[config.mk]
export PLATFORM = sky130hd
export DESIGN_NAME = shared_exclusive_lock_manager_top
export DESIGN_NICKNAME = d
export VERILOG_FILES = /design/src/hw/rtl/selm_pkg.sv /design/src/hw/rtl/shared_exclusive_lock_manager_top.sv /design/src/hw/rtl/selm_queue.sv /design/src/hw/rtl/selm_rbuf.sv
export SDC_FILE = /design/constraint.sdc
export NUM_CORES = 1
export LEC_CHECK = 0
export BUFFER_PORTS_ARGS = -buffer_cell sky130_fd_sc_hd__buf_2
export CORE_MARGIN = 5
export CORE_UTILIZATION = 40
export DETAILED_ROUTE_END_ITERATION = 10
export SLEW_MARGIN = 25
export SYNTH_ARGS = -nofsm -noshare
export SYNTH_HDL_FRONTEND = slang
export SYNTH_SLANG_ARGS = --single-unit
[constraint.sdc]
create_clock -name clock -period 13 [get_ports clock]
set_input_delay 0 -clock clock [delete_from_list [all_inputs] [get_ports clock]]
set_output_delay 0 -clock clock [all_outputs]
set_load 0.01 [all_outputs]
[src/hw/rtl/selm_pkg.sv]
// Shared types, codes and sizes of the shared/exclusive lock manager.
`default_nettype none

package selm_pkg;

   // Sizes of the waiter queue and of the hold counter.
   localparam int QUEUE_DEPTH = 16;
   localparam int MAX_HOLDS   = 255;

   localparam int ID_W      = 16;
   localparam int CMD_W     = 3;
   localparam int STATUS_W  = 4;
   localparam int MODE_W    = 2;
   localparam int HOLDERS_W = 8;

   localparam int QIDX_W = (QUEUE_DEPTH > 1) ? $clog2(QUEUE_DEPTH) : 1;
   localparam int QCNT_W = $clog2(QUEUE_DEPTH + 1);
   localparam int HOLD_W = $clog2(MAX_HOLDS + 1);

   // One response per woken waiter plus one for the requester itself.
   localparam int RES_DEPTH = QUEUE_DEPTH + 1;
   localparam int RIDX_W    = $clog2(RES_DEPTH);
   localparam int RCNT_W    = $clog2(RES_DEPTH + 1);

   // Command codes; the remaining codes are answered as a query.
   localparam logic [CMD_W-1:0] CMD_ACQUIRE = 3'd0;
   localparam logic [CMD_W-1:0] CMD_RELEASE = 3'd1;
   localparam logic [CMD_W-1:0] CMD_UPGRADE = 3'd2;
   localparam logic [CMD_W-1:0] CMD_CANCEL  = 3'd3;
   localparam logic [CMD_W-1:0] CMD_QUERY   = 3'd4;

   // Response status codes.
   localparam logic [STATUS_W-1:0] RS_GRANTED     = 4'd0;
   localparam logic [STATUS_W-1:0] RS_QUEUED      = 4'd1;
   localparam logic [STATUS_W-1:0] RS_BUSY        = 4'd2;
   localparam logic [STATUS_W-1:0] RS_FULL        = 4'd3;
   localparam logic [STATUS_W-1:0] RS_WOKEN       = 4'd4;
   localparam logic [STATUS_W-1:0] RS_RELEASED    = 4'd5;
   localparam logic [STATUS_W-1:0] RS_NOT_HELD    = 4'd6;
   localparam logic [STATUS_W-1:0] RS_CANCELLED   = 4'd7;
   localparam logic [STATUS_W-1:0] RS_BAD_UPGRADE = 4'd8;
   localparam logic [STATUS_W-1:0] RS_STATUS      = 4'd9;

   // Lock modes.
   localparam logic [MODE_W-1:0] MODE_NONE   = 2'd0;
   localparam logic [MODE_W-1:0] MODE_SHARED = 2'd1;
   localparam logic [MODE_W-1:0] MODE_EXCL   = 2'd2;

   // Operations on the waiter queue.
   typedef enum logic [2:0] {
      Q_IDLE,
      Q_PUSH,
      Q_POP,
      Q_MOVE,
      Q_TRIM
   } q_op_type;

   typedef struct packed {
      q_op_type            op;
      logic [QIDX_W-1:0]   rd_index;
      logic [QIDX_W-1:0]   wr_index;
      logic [ID_W-1:0]     push_id;
      logic                push_ex;
   } q_ctrl_type;

   typedef struct packed {
      logic [QCNT_W-1:0]   count;
      logic [ID_W-1:0]     rd_id;
      logic                rd_ex;
   } q_stat_type;

   // Response buffer control and head entry.
   typedef struct packed {
      logic                clear;
      logic                wr_en;
      logic                adv;
      logic [ID_W-1:0]     tgt;
      logic [STATUS_W-1:0] st;
      logic                gx;
   } rb_ctrl_type;

   typedef struct packed {
      logic [ID_W-1:0]     tgt;
      logic [STATUS_W-1:0] st;
      logic                gx;
      logic                last;
   } rb_stat_type;

   // Sequencer states.
   typedef enum logic [3:0] {
      S_IDLE,
      S_DECIDE,
      S_ACQ,
      S_DROP,
      S_HEAD,
      S_WAKE,
      S_SCAN,
      S_SHIFT,
      S_EMIT
   } seq_state_type;

endpackage

`default_nettype wire

[src/hw/rtl/shared_exclusive_lock_manager_top.sv]
// Top level of the shared/exclusive lock manager: sequencer, lock state and channels.
`default_nettype none

// Channel  | Ports                                             | Direction
// ---------+---------------------------------------------------+----------
// request  | req_valid, req_stall, req_command, req_requester, | in
//          | req_want_exclusive, req_no_wait                   |
// response | rsp_valid, rsp_stall, rsp_target, rsp_status,     | out
//          | rsp_granted_exclusive, rsp_lock_state,            |
//          | rsp_holders, rsp_queue_empty, rsp_last            |
//
// One request transaction is handled at a time; req_stall is high from acceptance until the
// last response of that transaction has been taken.
// After acceptance a query, an in-place upgrade or a refused release or upgrade passes the
// decide state before its single response is offered; an acquire passes decide and acquire.
// A release that frees the lock adds the drop state, the head state, which wakes an exclusive
// head waiter, and the wake state, which wakes leading shared waiters one by one; a cancel
// scans the queue for its waiter and shifts the entries behind it. The longest transaction is
// an upgrade that wakes QUEUE_DEPTH shared waiters and then acquires. Each response is held
// while the receiver stalls. The single read/write port of the waiter queue sets this order.
// Reset is synchronous and clears the lock to free with an empty queue; no clearing pass.
module shared_exclusive_lock_manager_top (
   input  wire logic                          clock,
   input  wire logic                          reset,

   input  wire logic                          req_valid,
   output logic                               req_stall,
   input  wire logic [selm_pkg::CMD_W-1:0]    req_command,
   input  wire logic [selm_pkg::ID_W-1:0]     req_requester,
   input  wire logic                          req_want_exclusive,
   input  wire logic                          req_no_wait,

   output logic                               rsp_valid,
   input  wire logic                          rsp_stall,
   output logic [selm_pkg::ID_W-1:0]          rsp_target,
   output logic [selm_pkg::STATUS_W-1:0]      rsp_status,
   output logic                               rsp_granted_exclusive,
   output logic [selm_pkg::MODE_W-1:0]        rsp_lock_state,
   output logic [selm_pkg::HOLDERS_W-1:0]     rsp_holders,
   output logic                               rsp_queue_empty,
   output logic                               rsp_last
);

   selm_pkg::seq_state_type     state_ff, state_in;
   logic [selm_pkg::MODE_W-1:0] mode_ff, mode_in;
   logic [selm_pkg::HOLD_W-1:0] hold_ff, hold_in;
   logic [selm_pkg::ID_W-1:0]   owner_ff, owner_in;
   logic [selm_pkg::QCNT_W-1:0] idx_ff, idx_in;
   logic [selm_pkg::QCNT_W-1:0] idx_next;

   // Captured request transaction.
   logic [selm_pkg::CMD_W-1:0]  cmd_ff;
   logic [selm_pkg::ID_W-1:0]   req_id_ff;
   logic                        ex_ff;
   logic                        nw_ff;

   selm_pkg::q_ctrl_type        q_ctrl;
   selm_pkg::q_stat_type        q_stat;
   selm_pkg::rb_ctrl_type       rb_ctrl;
   selm_pkg::rb_stat_type       rb_stat;

   logic                        req_accept;
   logic                        rsp_accept;
   logic                        is_upgrade;
   logic                        acq_ex;
   logic                        acq_nw;
   logic                        hold_at_max;
   logic                        queue_full;
   logic                        queue_empty;
   selm_pkg::seq_state_type     after_drop;

   selm_queue u_queue (
      .clock  (clock),
      .reset  (reset),
      .q_ctrl (q_ctrl),
      .q_stat (q_stat)
   );

   selm_rbuf u_rbuf (
      .clock   (clock),
      .reset   (reset),
      .rb_ctrl (rb_ctrl),
      .rb_stat (rb_stat)
   );

   assign req_stall  = (state_ff != selm_pkg::S_IDLE);
   assign rsp_valid  = (state_ff == selm_pkg::S_EMIT);
   assign req_accept = req_valid && !req_stall;
   assign rsp_accept = rsp_valid && !rsp_stall;

   // An upgrade that cannot convert in place continues as an exclusive acquire that waits.
   assign is_upgrade  = (cmd_ff == selm_pkg::CMD_UPGRADE);
   assign acq_ex      = is_upgrade ? 1'b1 : ex_ff;
   assign acq_nw      = is_upgrade ? 1'b0 : nw_ff;
   assign hold_at_max = (hold_ff >= selm_pkg::HOLD_W'(selm_pkg::MAX_HOLDS));
   assign queue_full  = (q_stat.count >= selm_pkg::QCNT_W'(selm_pkg::QUEUE_DEPTH));
   assign queue_empty = (q_stat.count == '0);
   assign after_drop  = is_upgrade ? selm_pkg::S_ACQ : selm_pkg::S_EMIT;
   assign idx_next    = idx_ff + 1'b1;

   always_ff @(posedge clock) begin
      if (reset) begin
         state_ff <= selm_pkg::S_IDLE;
         mode_ff  <= selm_pkg::MODE_NONE;
         hold_ff  <= '0;
         owner_ff <= '0;
         idx_ff   <= '0;
      end else begin
         state_ff <= state_in;
         mode_ff  <= mode_in;
         hold_ff  <= hold_in;
         owner_ff <= owner_in;
         idx_ff   <= idx_in;
      end
   end

   always_ff @(posedge clock) begin
      if (req_accept) begin
         cmd_ff    <= req_command;
         req_id_ff <= req_requester;
         ex_ff     <= req_want_exclusive;
         nw_ff     <= req_no_wait;
      end
   end

   always_comb begin
      state_in = state_ff;
      mode_in  = mode_ff;
      hold_in  = hold_ff;
      owner_in = owner_ff;
      idx_in   = idx_ff;

      q_ctrl          = '0;
      q_ctrl.op       = selm_pkg::Q_IDLE;
      q_ctrl.push_id  = req_id_ff;
      q_ctrl.push_ex  = acq_ex;

      rb_ctrl     = '0;
      rb_ctrl.tgt = req_id_ff;

      unique case (state_ff)
         selm_pkg::S_IDLE: begin
            if (req_accept) begin
               rb_ctrl.clear = 1'b1;
               state_in      = selm_pkg::S_DECIDE;
            end
         end

         selm_pkg::S_DECIDE: begin
            unique case (cmd_ff)
               selm_pkg::CMD_ACQUIRE: begin
                  state_in = selm_pkg::S_ACQ;
               end
               selm_pkg::CMD_RELEASE: begin
                  rb_ctrl.wr_en = 1'b1;
                  if (hold_ff == '0) begin
                     rb_ctrl.st = selm_pkg::RS_NOT_HELD;
                     state_in   = selm_pkg::S_EMIT;
                  end else begin
                     rb_ctrl.st = selm_pkg::RS_RELEASED;
                     state_in   = selm_pkg::S_DROP;
                  end
               end
               selm_pkg::CMD_UPGRADE: begin
                  if (hold_ff == '0 || mode_ff != selm_pkg::MODE_SHARED) begin
                     rb_ctrl.wr_en = 1'b1;
                     rb_ctrl.st    = selm_pkg::RS_BAD_UPGRADE;
                     state_in      = selm_pkg::S_EMIT;
                  end else if (hold_ff == selm_pkg::HOLD_W'(1) && queue_empty) begin
                     mode_in       = selm_pkg::MODE_EXCL;
                     owner_in      = req_id_ff;
                     rb_ctrl.wr_en = 1'b1;
                     rb_ctrl.st    = selm_pkg::RS_GRANTED;
                     rb_ctrl.gx    = 1'b1;
                     state_in      = selm_pkg::S_EMIT;
                  end else if (nw_ff) begin
                     rb_ctrl.wr_en = 1'b1;
                     rb_ctrl.st    = selm_pkg::RS_BUSY;
                     state_in      = selm_pkg::S_EMIT;
                  end else begin
                     state_in = selm_pkg::S_DROP;
                  end
               end
               selm_pkg::CMD_CANCEL: begin
                  idx_in   = '0;
                  state_in = selm_pkg::S_SCAN;
               end
               default: begin
                  // Query and the unused command codes.
                  rb_ctrl.wr_en = 1'b1;
                  rb_ctrl.st    = selm_pkg::RS_STATUS;
                  rb_ctrl.gx    = (mode_ff == selm_pkg::MODE_EXCL) && (owner_ff == req_id_ff);
                  state_in      = selm_pkg::S_EMIT;
               end
            endcase
         end

         selm_pkg::S_ACQ: begin
            rb_ctrl.wr_en = 1'b1;
            state_in      = selm_pkg::S_EMIT;
            if (hold_ff == '0) begin
               mode_in    = acq_ex ? selm_pkg::MODE_EXCL : selm_pkg::MODE_SHARED;
               owner_in   = acq_ex ? req_id_ff : '0;
               hold_in    = selm_pkg::HOLD_W'(1);
               rb_ctrl.st = selm_pkg::RS_GRANTED;
               rb_ctrl.gx = acq_ex;
            end else if (mode_ff == selm_pkg::MODE_EXCL && owner_ff == req_id_ff) begin
               // Re-entry by the owner is always exclusive.
               if (hold_at_max) begin
                  rb_ctrl.st = selm_pkg::RS_FULL;
               end else begin
                  hold_in    = hold_ff + 1'b1;
                  rb_ctrl.st = selm_pkg::RS_GRANTED;
                  rb_ctrl.gx = 1'b1;
               end
            end else if (mode_ff == selm_pkg::MODE_SHARED && !acq_ex && queue_empty) begin
               if (hold_at_max) begin
                  rb_ctrl.st = selm_pkg::RS_FULL;
               end else begin
                  hold_in    = hold_ff + 1'b1;
                  rb_ctrl.st = selm_pkg::RS_GRANTED;
               end
            end else if (acq_nw) begin
               rb_ctrl.st = selm_pkg::RS_BUSY;
            end else if (queue_full) begin
               rb_ctrl.st = selm_pkg::RS_FULL;
            end else begin
               q_ctrl.op  = selm_pkg::Q_PUSH;
               rb_ctrl.st = selm_pkg::RS_QUEUED;
            end
         end

         selm_pkg::S_DROP: begin
            hold_in = hold_ff - 1'b1;
            if (hold_ff == selm_pkg::HOLD_W'(1)) begin
               mode_in  = selm_pkg::MODE_NONE;
               owner_in = '0;
               state_in = selm_pkg::S_HEAD;
            end else begin
               state_in = after_drop;
            end
         end

         selm_pkg::S_HEAD: begin
            // The lock just became free: hand it to the head of the queue.
            q_ctrl.rd_index = '0;
            if (queue_empty) begin
               state_in = after_drop;
            end else if (q_stat.rd_ex) begin
               q_ctrl.op     = selm_pkg::Q_POP;
               mode_in       = selm_pkg::MODE_EXCL;
               hold_in       = selm_pkg::HOLD_W'(1);
               owner_in      = q_stat.rd_id;
               rb_ctrl.wr_en = 1'b1;
               rb_ctrl.tgt   = q_stat.rd_id;
               rb_ctrl.st    = selm_pkg::RS_WOKEN;
               rb_ctrl.gx    = 1'b1;
               state_in      = after_drop;
            end else begin
               state_in = selm_pkg::S_WAKE;
            end
         end

         selm_pkg::S_WAKE: begin
            // Wake the run of leading shared waiters one per cycle, up to the hold limit.
            q_ctrl.rd_index = '0;
            if (!queue_empty && !q_stat.rd_ex && !hold_at_max) begin
               q_ctrl.op     = selm_pkg::Q_POP;
               mode_in       = selm_pkg::MODE_SHARED;
               hold_in       = hold_ff + 1'b1;
               rb_ctrl.wr_en = 1'b1;
               rb_ctrl.tgt   = q_stat.rd_id;
               rb_ctrl.st    = selm_pkg::RS_WOKEN;
            end else begin
               state_in = after_drop;
            end
         end

         selm_pkg::S_SCAN: begin
            q_ctrl.rd_index = idx_ff[selm_pkg::QIDX_W-1:0];
            if (idx_ff == q_stat.count) begin
               rb_ctrl.wr_en = 1'b1;
               rb_ctrl.st    = selm_pkg::RS_NOT_HELD;
               state_in      = selm_pkg::S_EMIT;
            end else if (q_stat.rd_id == req_id_ff) begin
               state_in = selm_pkg::S_SHIFT;
            end else begin
               idx_in = idx_next;
            end
         end

         selm_pkg::S_SHIFT: begin
            // Close the gap left by the cancelled waiter, one entry per cycle.
            q_ctrl.rd_index = idx_next[selm_pkg::QIDX_W-1:0];
            q_ctrl.wr_index = idx_ff[selm_pkg::QIDX_W-1:0];
            if (idx_next < q_stat.count) begin
               q_ctrl.op = selm_pkg::Q_MOVE;
               idx_in    = idx_next;
            end else begin
               q_ctrl.op     = selm_pkg::Q_TRIM;
               rb_ctrl.wr_en = 1'b1;
               rb_ctrl.st    = selm_pkg::RS_CANCELLED;
               state_in      = selm_pkg::S_EMIT;
            end
         end

         selm_pkg::S_EMIT: begin
            if (rsp_accept) begin
               rb_ctrl.adv = 1'b1;
               if (rb_stat.last) begin
                  state_in = selm_pkg::S_IDLE;
               end
            end
         end

         default: begin
            state_in = selm_pkg::S_IDLE;
         end
      endcase
   end

   // Every response of a transaction reports the lock as it stands after the transaction.
   assign rsp_target            = rb_stat.tgt;
   assign rsp_status            = rb_stat.st;
   assign rsp_granted_exclusive = rb_stat.gx;
   assign rsp_lock_state        = mode_ff;
   assign rsp_holders           = selm_pkg::HOLDERS_W'(hold_ff);
   assign rsp_queue_empty       = queue_empty;
   assign rsp_last              = rb_stat.last;

   // A free lock has no mode.
   a_free_means_none: assert property (@(posedge clock) disable iff (reset)
      (hold_ff == '0) |-> (mode_ff == selm_pkg::MODE_NONE))
      else $error("lock mode set while no hold is counted");

   // An owner is recorded only for an exclusive lock.
   a_owner_only_excl: assert property (@(posedge clock) disable iff (reset)
      (mode_ff != selm_pkg::MODE_EXCL) |-> (owner_ff == '0))
      else $error("exclusive owner kept outside exclusive mode");

   // Between transactions nobody waits on a free lock.
   a_no_wait_on_free: assert property (@(posedge clock) disable iff (reset)
      (state_ff == selm_pkg::S_IDLE && !queue_empty) |-> (hold_ff != '0))
      else $error("waiters left queued on a free lock");

   // Taking the last response frees the request channel in the next cycle.
   a_last_frees_req: assert property (@(posedge clock) disable iff (reset)
      (rsp_accept && rsp_last) |=> !req_stall)
      else $error("request channel still stalled after the last response");

endmodule

`default_nettype wire

[src/hw/rtl/selm_queue.sv]
// Circular waiter queue with one read port and one write port by logical index.
`default_nettype none

module selm_queue (
   input  wire logic                clock,
   input  wire logic                reset,
   input  wire selm_pkg::q_ctrl_type q_ctrl,
   output selm_pkg::q_stat_type     q_stat
);

   logic [selm_pkg::ID_W-1:0]   wait_ids_ff [selm_pkg::QUEUE_DEPTH];
   logic                        wait_ex_ff  [selm_pkg::QUEUE_DEPTH];
   logic [selm_pkg::QIDX_W-1:0] head_ff, head_in;
   logic [selm_pkg::QCNT_W-1:0] count_ff, count_in;
   logic [selm_pkg::QIDX_W-1:0] rd_phys, wr_phys;

   // Logical position to physical slot; the sum stays below twice the depth.
   function automatic logic [selm_pkg::QIDX_W-1:0] wrap_index(
      input logic [selm_pkg::QIDX_W-1:0] base,
      input logic [selm_pkg::QIDX_W-1:0] offset
   );
      logic [selm_pkg::QIDX_W:0] sum;
      sum = {1'b0, base} + {1'b0, offset};
      if (sum >= (selm_pkg::QIDX_W + 1)'(selm_pkg::QUEUE_DEPTH)) begin
         sum = sum - (selm_pkg::QIDX_W + 1)'(selm_pkg::QUEUE_DEPTH);
      end
      return sum[selm_pkg::QIDX_W-1:0];
   endfunction

   always_comb begin
      rd_phys = wrap_index(head_ff, q_ctrl.rd_index);
      if (q_ctrl.op == selm_pkg::Q_PUSH) begin
         wr_phys = wrap_index(head_ff, count_ff[selm_pkg::QIDX_W-1:0]);
      end else begin
         wr_phys = wrap_index(head_ff, q_ctrl.wr_index);
      end
   end

   always_comb begin
      head_in  = head_ff;
      count_in = count_ff;
      unique case (q_ctrl.op)
         selm_pkg::Q_PUSH: begin
            count_in = count_ff + 1'b1;
         end
         selm_pkg::Q_POP: begin
            if (head_ff == selm_pkg::QIDX_W'(selm_pkg::QUEUE_DEPTH - 1)) begin
               head_in = '0;
            end else begin
               head_in = head_ff + 1'b1;
            end
            count_in = count_ff - 1'b1;
         end
         selm_pkg::Q_TRIM: begin
            count_in = count_ff - 1'b1;
         end
         default: begin
         end
      endcase
   end

   always_ff @(posedge clock) begin
      if (reset) begin
         head_ff  <= '0;
         count_ff <= '0;
      end else begin
         head_ff  <= head_in;
         count_ff <= count_in;
      end
   end

   always_ff @(posedge clock) begin
      if (q_ctrl.op == selm_pkg::Q_PUSH) begin
         wait_ids_ff[wr_phys] <= q_ctrl.push_id;
         wait_ex_ff[wr_phys]  <= q_ctrl.push_ex;
      end else if (q_ctrl.op == selm_pkg::Q_MOVE) begin
         wait_ids_ff[wr_phys] <= wait_ids_ff[rd_phys];
         wait_ex_ff[wr_phys]  <= wait_ex_ff[rd_phys];
      end
   end

   assign q_stat.count = count_ff;
   assign q_stat.rd_id = wait_ids_ff[rd_phys];
   assign q_stat.rd_ex = wait_ex_ff[rd_phys];

endmodule

`default_nettype wire

[src/hw/rtl/selm_rbuf.sv]
// Response buffer that collects the responses of one transaction before they are sent.
`default_nettype none

module selm_rbuf (
   input  wire logic                 clock,
   input  wire logic                 reset,
   input  wire selm_pkg::rb_ctrl_type rb_ctrl,
   output selm_pkg::rb_stat_type     rb_stat
);

   logic [selm_pkg::ID_W-1:0]     res_tgt_ff [selm_pkg::RES_DEPTH];
   logic [selm_pkg::STATUS_W-1:0] res_st_ff  [selm_pkg::RES_DEPTH];
   logic                          res_gx_ff  [selm_pkg::RES_DEPTH];
   logic [selm_pkg::RCNT_W-1:0]   wr_cnt_ff, wr_cnt_in;
   logic [selm_pkg::RIDX_W-1:0]   rd_ptr_ff, rd_ptr_in;
   logic                          wr_ok;

   assign wr_ok = rb_ctrl.wr_en && (wr_cnt_ff < selm_pkg::RCNT_W'(selm_pkg::RES_DEPTH));

   always_comb begin
      wr_cnt_in = wr_cnt_ff;
      rd_ptr_in = rd_ptr_ff;
      if (rb_ctrl.clear) begin
         wr_cnt_in = '0;
         rd_ptr_in = '0;
      end else begin
         if (wr_ok) begin
            wr_cnt_in = wr_cnt_ff + 1'b1;
         end
         if (rb_ctrl.adv) begin
            rd_ptr_in = rd_ptr_ff + 1'b1;
         end
      end
   end

   always_ff @(posedge clock) begin
      if (reset) begin
         wr_cnt_ff <= '0;
         rd_ptr_ff <= '0;
      end else begin
         wr_cnt_ff <= wr_cnt_in;
         rd_ptr_ff <= rd_ptr_in;
      end
   end

   always_ff @(posedge clock) begin
      if (wr_ok && !rb_ctrl.clear) begin
         res_tgt_ff[wr_cnt_ff[selm_pkg::RIDX_W-1:0]] <= rb_ctrl.tgt;
         res_st_ff[wr_cnt_ff[selm_pkg::RIDX_W-1:0]]  <= rb_ctrl.st;
         res_gx_ff[wr_cnt_ff[selm_pkg::RIDX_W-1:0]]  <= rb_ctrl.gx;
      end
   end

   assign rb_stat.tgt  = res_tgt_ff[rd_ptr_ff];
   assign rb_stat.st   = res_st_ff[rd_ptr_ff];
   assign rb_stat.gx   = res_gx_ff[rd_ptr_ff];
   assign rb_stat.last = (selm_pkg::RCNT_W'(rd_ptr_ff) + selm_pkg::RCNT_W'(1)) == wr_cnt_ff;

endmodule

`default_nettype wire

# Word level (Yosys, flattened, before mapping)
# Memory sizes are Yosys's and may differ from the RTL's. A register that Yosys moved wholly into a read port is not among the register bits.
# Index checks and enable logic that the tools add are counted.
[word_totals]
register_bits = 75
ram_bits = 629
in_bits = 25
out_inout_bits = 35
word_cells = 243
memories = 5
[memory_table]
columns = ["name", "words", "word_bits", "rd", "rd_ports_with_merged_regs", "wr", "line_no", "rtl"]
rows = [
  ["u_rbuf.res_tgt_ff", 17, 16, 1, 1, 1, "selm_rbuf.sv:11", "logic [selm_pkg::ID_W-1:0] res_tgt_ff [selm_pkg::RES_DEPTH];"],
  ["u_queue.wait_ids_ff", 16, 16, 1, 0, 1, "selm_queue.sv:11", "logic [selm_pkg::ID_W-1:0] wait_ids_ff [selm_pkg::QUEUE_DEPTH];"],
  ["u_rbuf.res_st_ff", 17, 4, 1, 1, 1, "selm_rbuf.sv:12", "logic [selm_pkg::STATUS_W-1:0] res_st_ff [selm_pkg::RES_DEPTH];"],
  ["u_rbuf.res_gx_ff", 17, 1, 1, 1, 1, "selm_rbuf.sv:13", "logic res_gx_ff [selm_pkg::RES_DEPTH];"],
  ["u_queue.wait_ex_ff", 16, 1, 1, 0, 1, "selm_queue.sv:12", "logic wait_ex_ff [selm_pkg::QUEUE_DEPTH];"],
]
[op_classes]
n_addsub = 14
magnitude_cmp = 7
n_eq_ne = 43
muxes = 122
n_bitwise = 2
reduce_logical = 37
[op_table]
columns = ["op", "n"]
rows = [
  ["$mux 16", 9],
  ["$mux 4", 25],
  ["$pmux 16 s4", 1],
  ["$mux 8", 7],
  ["$mux 5", 11],
  ["$mux 21", 2],
  ["$pmux 4 s9", 1],
  ["$mux 2", 17],
  ["$eq 16x16->1", 2],
  ["$pmux 16 s2", 1],
  ["$pmux 8 s4", 1],
  ["$mux 1", 31],
  ["$ne 2x2->1 const B", 14],
  ["$pmux 4 s6", 1],
  ["$add 5x1->5 const B", 4],
  ["$ge 5x5->1 const B", 4],
  ["$mux 20", 1],
  ["$eq 4x3->1 const B", 4],
  ["$pmux 4 s4", 1],
  ["$add 4x4->5", 3],
  ["$pmux 5 s3", 1],
  ["$eq 3x2->1 const B", 4],
  ["$pmux 3 s4", 1],
  ["$pmux 4 s3", 1],
  ["other kinds (45)", 78],
]

# Longest topological paths before layout
# An unclocked memory read counts as a cell.
[depth]
ltp_word = 16
mapped_depth = 22

# Modules after synthesis
# From an unflattened synthesis, not the netlist that was laid out.
[hier_totals]
cells_unflattened = 1940
hier_area_um2 = 30529.3
[modules_own_cells]
columns = ["mod", "instances", "cells_each", "area_each_um2", "seq_area_each_um2"]
rows = [
  ["selm_rbuf", 1, 657, 14361.3, 11020.6],
  ["selm_queue", 1, 780, 12099.1, 8348.0],
  ["shared_exclusive_lock_manager_top", 1, 503, 4068.9, 1331.3],
]

# Least setup slack after synthesis
# No wires, ideal clock.
[synth_timing]
path_type = "register -> register"
from = "register state_ff[1]"
to = "memory u_rbuf.res_gx_ff[16], enable pin"
setup_time_ps = 460
arrival_time_ps = 6383
required_ps = 12540
setup_slack_ps = 6157
path_stages_with_launch = 19
period_less_slack_ps = 6843
cell_sequence = "dfxtp_1 buf_1 nand2_1 or2_2 nor2_1 nand2_1 o21ai_0 ha_1 fa_1 clkbuf_1 buf_2 buf_2 mux4_2 mux4_2 mux2_2 a211oi_1 nor2_1 nand2_1 nor4b_1"
[synth_via]
elab_chain_len = 15
word_cells_on_any_way = 30
classes_between = "2 x add/sub; 1 x order compare; 6 x eq/ne; 10 x mux; 10 x reduce/logical; 1 x memory"
[synth_lines]
columns = ["element", "line_no", "rtl"]
rows = [
  ["start, declared", "shared_exclusive_lock_manager_top.sv:44", "selm_pkg::seq_state_type state_ff, state_in;"],
  ["start signal, assigned", "shared_exclusive_lock_manager_top.sv:103", "state_ff <= selm_pkg::S_IDLE;"],
  ["start signal, assigned", "shared_exclusive_lock_manager_top.sv:109", "state_ff <= state_in;"],
  ["$eq 4x3->1", "shared_exclusive_lock_manager_top.sv:141", "unique case (state_ff)"],
  ["$pmux 4 s2", "shared_exclusive_lock_manager_top.sv:141", ""],
  ["$add 4x4->5", "selm_queue.sv:23", "sum = {1'b0, base} + {1'b0, offset};"],
  ["$sub 4x1->4 / $ge 5x5->1 (equally long branches)", "selm_queue.sv:25, selm_queue.sv:24", ""],
  ["$mux 4", "selm_queue.sv:24", "if (sum >= (selm_pkg::QIDX_W + 1)'(selm_pkg::QUEUE_DEPTH)) begin"],
  ["$mem_v2 16x1", "n/a", ""],
  ["$logic_not 1->1", "shared_exclusive_lock_manager_top.sv:267", "if (!queue_empty && !q_stat.rd_ex && !hold_at_max) begin"],
  ["$logic_and 1x1->1 (2 in series)", "shared_exclusive_lock_manager_top.sv:267", ""],
  ["$mux 1", "shared_exclusive_lock_manager_top.sv:267", ""],
  ["$pmux 1 s6", "shared_exclusive_lock_manager_top.sv:141", ""],
  ["$logic_and 1x1->1", "selm_rbuf.sv:18", "assign wr_ok = rb_ctrl.wr_en && (wr_cnt_ff < selm_pkg::RCNT_W'(selm_pkg::RES_DEPTH));"],
  ["$logic_and 1x1->1 *", "selm_rbuf.sv:47", "if (wr_ok && !rb_ctrl.clear) begin"],
  ["$mux 1 *", "selm_rbuf.sv:47", ""],
  ["$mux 1 (implied by the code) *", "selm_rbuf.sv:50", "res_gx_ff[wr_cnt_ff[selm_pkg::RIDX_W-1:0]] <= rb_ctrl.gx;"],
  ["end, declared", "selm_rbuf.sv:13", ""],
]
# Every way passes the cells marked *; elsewhere a longest branch is shown, timed or not.

# Worst setup path in the final report
[layout_timing]
from = "register state_ff[3]"
to = "memory u_rbuf.res_tgt_ff[3][2] (netlist bit), enable pin"
[layout_via]
elab_chain_len = 15
word_cells_on_any_way = 30
classes_between = "2 x add/sub; 1 x order compare; 6 x eq/ne; 10 x mux; 10 x reduce/logical; 1 x memory"
[layout_lines]
columns = ["element", "line_no", "rtl"]
rows = [
  ["$eq 4x3->1", "shared_exclusive_lock_manager_top.sv:141", ""],
  ["$pmux 4 s2", "shared_exclusive_lock_manager_top.sv:141", ""],
  ["$add 4x4->5", "selm_queue.sv:23", ""],
  ["$sub 4x1->4 / $ge 5x5->1 (equally long branches)", "selm_queue.sv:25, selm_queue.sv:24", ""],
  ["$mux 4", "selm_queue.sv:24", ""],
  ["$mem_v2 16x1", "n/a", ""],
  ["$logic_not 1->1", "shared_exclusive_lock_manager_top.sv:267", ""],
  ["$logic_and 1x1->1 (2 in series)", "shared_exclusive_lock_manager_top.sv:267", ""],
  ["$mux 1", "shared_exclusive_lock_manager_top.sv:267", ""],
  ["$pmux 1 s6", "shared_exclusive_lock_manager_top.sv:141", ""],
  ["$logic_and 1x1->1", "selm_rbuf.sv:18", ""],
  ["$logic_and 1x1->1 *", "selm_rbuf.sv:47", ""],
  ["$mux 1 *", "selm_rbuf.sv:47", ""],
  ["$mux 1 (implied by the code) *", "selm_rbuf.sv:48", "res_tgt_ff[wr_cnt_ff[selm_pkg::RIDX_W-1:0]] <= rb_ctrl.tgt;"],
  ["end, declared", "selm_rbuf.sv:11", ""],
]
# Marks and branches as above.

==> metrics.md <==
| Metric | Value |
|---|---|
| Syn Std Cell Area | `30,000 um2` |
| Leakage | `0.0110 uW` |
| Class of the worst hold path | `in2reg` |
| Critical Path Fanout Max | `68` |
| CP top delay family | `simple AND/OR/NAND/NOR gates` |
| Fmax achieved | `164 MHz` |
| Via density per instance | `5.63` |
| CP endpoint kind | `register` |
| Min-delay src | `reset` |
| Worst setup margin | `6.90 ns` |
| Syn Inst Count | `1,709` |
| Full die area | `80,500 um2` |
| RePlAce Congestion | `0.858` |
| Least-Margin Pin Slew | `1.09 ns` |
| Fill count | `6,262` |
| Worst EP arrival | `6.34 ns` |
| Seq/Total Area, Yosys | `69.0%` |
| Starting DRT DRC Count | `1,546` |
| Slowest cell on crit path | `buf_4` |
| Startpoint types | `register` |
| Fraction of layout cells with a size suffix above 1 | `26.2%` |
| Antenna violations before repair | `2` |
| Period utilisation layout | `46.9%` |
| Worst vdd ir | `0.000117 V` |
| PD cells | `170 nW/um2` |
| Hold buffers post-CTS | `23` |
| Post-synthesis cell type count | `79` |
| Clk_skew | `0.0176 ns` |
| Syn Nets | `1,762` |
| Vias | `16,100` |
| CTS clk-pin slew, worst paths | `0.06 ns` |
| WHS Endpoint | `u_queue.head_ff[0]` |
| Number of buffers and inverters on the critical path | `1` |
| Setup TNS | `0 ns` |
| Slowest stage delay, CP | `0.80 ns` |
| Global-route wire length before repair | `105,000 um` |
| Slew HR | `27.4%` |
| Routed wire length per instance | `24.6 um` |
| Post-Syn Area per Cell | `17.5 um2` |
| CTS tree | `built` |
| DRT Pass-1 Iters | `5` |
| Starting Density | `40.3%` |
| Worst setup path category | `reg2reg` |
| Worst reg2reg endpoint | `u_rbuf.res_tgt_ff[3][2]` |
| Core Region | `74,400 um2` |
| Synth Register Bits | `709` |
| Status | `finished clean` |
| Cell Rows | `100` |
| Post_cts resized | `0` |
| ANT nets after route | `0` |
| Final-report setup violation count | `0` |
| Pin count of the biggest net entering global routing | `69` |
| Height of the die | `284 um` |
| Max H-tree Level | `3` |
| Synth async-reset ratio | `0%` |
| Clk_lat worst skew | `0.62 ns` |
| Nets | `1,879` |
| Tmin final | `6.10 ns` |
| Final Slew Violations | `0` |
| Final HPWL DP | `43,100 um` |
| Reg2Reg Launch Point | `state_ff[3]` |
| Number of global-route vias before repair | `16,200` |
| Place WS | `6.85 ns` |
| RSZ-0062 raised after global routing | `false` |
| Postcts setup bufs | `0` |
| Area grow syn2layout | `14.8%` |
| CTS sink cnt | `709` |
| IO Pins | `60` |
| R2R depth | `14` |
| Clk root buf | `clkbuf_16` |
| Final hold vios | `0` |
| CTS Buf Count | `75` |
| Worst path cell trace | `or2_2 > nor2_1 > nand2_1 > o21ai_0 > ha_4 > fa_2 > buf_4 > mux4_2 > mux4_2 > mux2_2 > a211oi_1 > nor2_1 > nand2_1 > nor2_4` |
| Grt ovf | `0` |
| Worst endpoint required time | `13.25 ns` |
| Total wire length | `70,300 um` |
| Die width | `284 um` |
| Worst hold margin | `0.0600 ns` |
| Gr usage total | `17.2%` |
| Register-to-register path setup slack | `6.90 ns` |
| Main flop type after synthesis | `edfxtp_1` |
| I/O Buffers | `59` |
| YS warnings | `0` |
| DRC Markers | `0` |
| Post-synth EDFFs | `650` |
| Core Util, Final | `46.2%` |
| WHS Path Cells | `2` |
| Max-Cap Viols | `0` |
| Clk buf depth | `3` |
[cell type report]
type / instances / area (um2) / share of cell area [%]
multi-input combinational: 894 / 9030 / 26.2
inverter: 22 / 82.6 / 0.240
antenna: 1 / 2.50 / 0.00727
timing repair buffer: 124 / 858 / 2.49
sequential: 709 / 20700 / 60.2
clock buffer: 84 / 1930 / 5.61
clock inverter: 53 / 587 / 1.71
tap: 969 / 1210 / 3.52
[state kept, by name, summed over array words and instances (netlist names), 4 cells and up, named ones only]
signal and cells:
owner_ff 16, u_rbuf.wr_cnt_ff 5, u_queue.wait_ids_ff 256, rsp_holders 8, u_rbuf.res_gx_ff 17, u_rbuf.res_st_ff 68, state_ff 4, req_id_ff 16
u_rbuf.rd_ptr_ff 5, u_queue.head_ff 4, u_rbuf.res_tgt_ff 272, idx_ff 5, u_queue.wait_ex_ff 16, u_queue.count_ff 5
[cells in the final DEF, fill, tap and decap left out, drive strengths merged, types with 7 or more instances in the layout]
master / n
nor2: 117
ha: 25
mux2: 46
nor3: 25
a21oi: 40
a22oi: 16
dlygate4sd3: 23
buf: 101
clkinv: 35
edfxtp: 650
clkbuf: 84
inv: 26
xor2: 15
mux4: 174
nand4: 10
a211oi: 29
xnor2: 37
dfxtp: 59
mux2i: 42
nor2b: 39
o21ai: 29
o22ai: 10
nand2: 89
and3: 7
bufinv: 12
or3: 12
nand2b: 11
nand3: 23
nor4b: 8
o211ai: 9
a22o: 9
[cell families (layout without fill, tap and decap cells)]
family	after synthesis	in the layout	share of synthesized area (%)
DFF	709	709	69.0
and+or+nand+nor	367	367	6.09
muxes	262	262	16.2
AOI/OAI and AO/OA	185	185	4.22
buffers and inverters	106	283	1.66
xor gates and xnor gates	52	52	1.52
adders and majority gates	28	28	1.24
other	0	1	0
[stage by stage]
stage                     cells  power [uW]  area [um2]
after floorplan            1709        3400       30000
after global placement     2693        3690       31600
after detailed placement   2695        3720       31600
after CTS                  2855        5910       34400
after global routing       2855        6100       34400
final                      2856        5870       34400
[report_power, final]
part / switching, uW / internal (uW)
clock: 880 / 1310
combinational: 524 / 325
sequential: 108 / 2720
total: 1510 / 4350
[synth_stat cells, types with 12 or more instances]
cell	count	area, um2
a211oi_1	29	218
a21oi_1	38	190
a22oi_1	16	120
buf_1	14	52.6
buf_2	12	60.1
clkbuf_1	46	173
dfxtp_1	59	1180
edfxtp_1	650	19500
ha_1	25	313
inv_1	22	82.6
mux2_2	45	507
mux2i_1	40	400
mux4_2	174	3920
nand2_1	89	334
nand3_1	22	110
nor2_1	117	439
nor2b_1	39	244
nor3_1	23	115
o21ai_0	26	130
or3_1	12	75.1
xnor2_1	37	324
xor2_1	15	131
[how the worst max path moves through the flow]
stage	from	cells after the start	endpoint
after global placement	state_ff[3]	14	u_rbuf.res_tgt_ff[3][7]
after CTS	state_ff[0]	15	idx_ff[0]
after global routing	state_ff[0]	15	idx_ff[0]
after detailed placement	state_ff[0]	15	idx_ff[0]
after floorplan	state_ff[1]	18	u_rbuf.res_gx_ff[16]
final	state_ff[3]	14	u_rbuf.res_tgt_ff[3][2]
[worst reg2reg max path, stage by stage (launching register included)]
cell	delay, ns
dfxtp_1	0.73
or2_2	0.26
nor2_1	0.07
nand2_1	0.10
o21ai_0	0.14
ha_4	0.22
fa_2	0.52
buf_4	0.80
mux4_2	0.46
mux4_2	0.57
mux2_2	0.29
a211oi_1	0.11
nor2_1	0.39
nand2_1	0.34
nor2_4	0.69
[metal layers]
metal,up-vias,GRT usage (%),part of all wire (%)
li1,7102,-,-
met1,8366,23.9,43
met2,506,28.4,49
met3,106,3.17,5.8
met4,0,3.78,2.0
met5,-,0,0
Note: power is estimated with default switching activity, not from simulation.
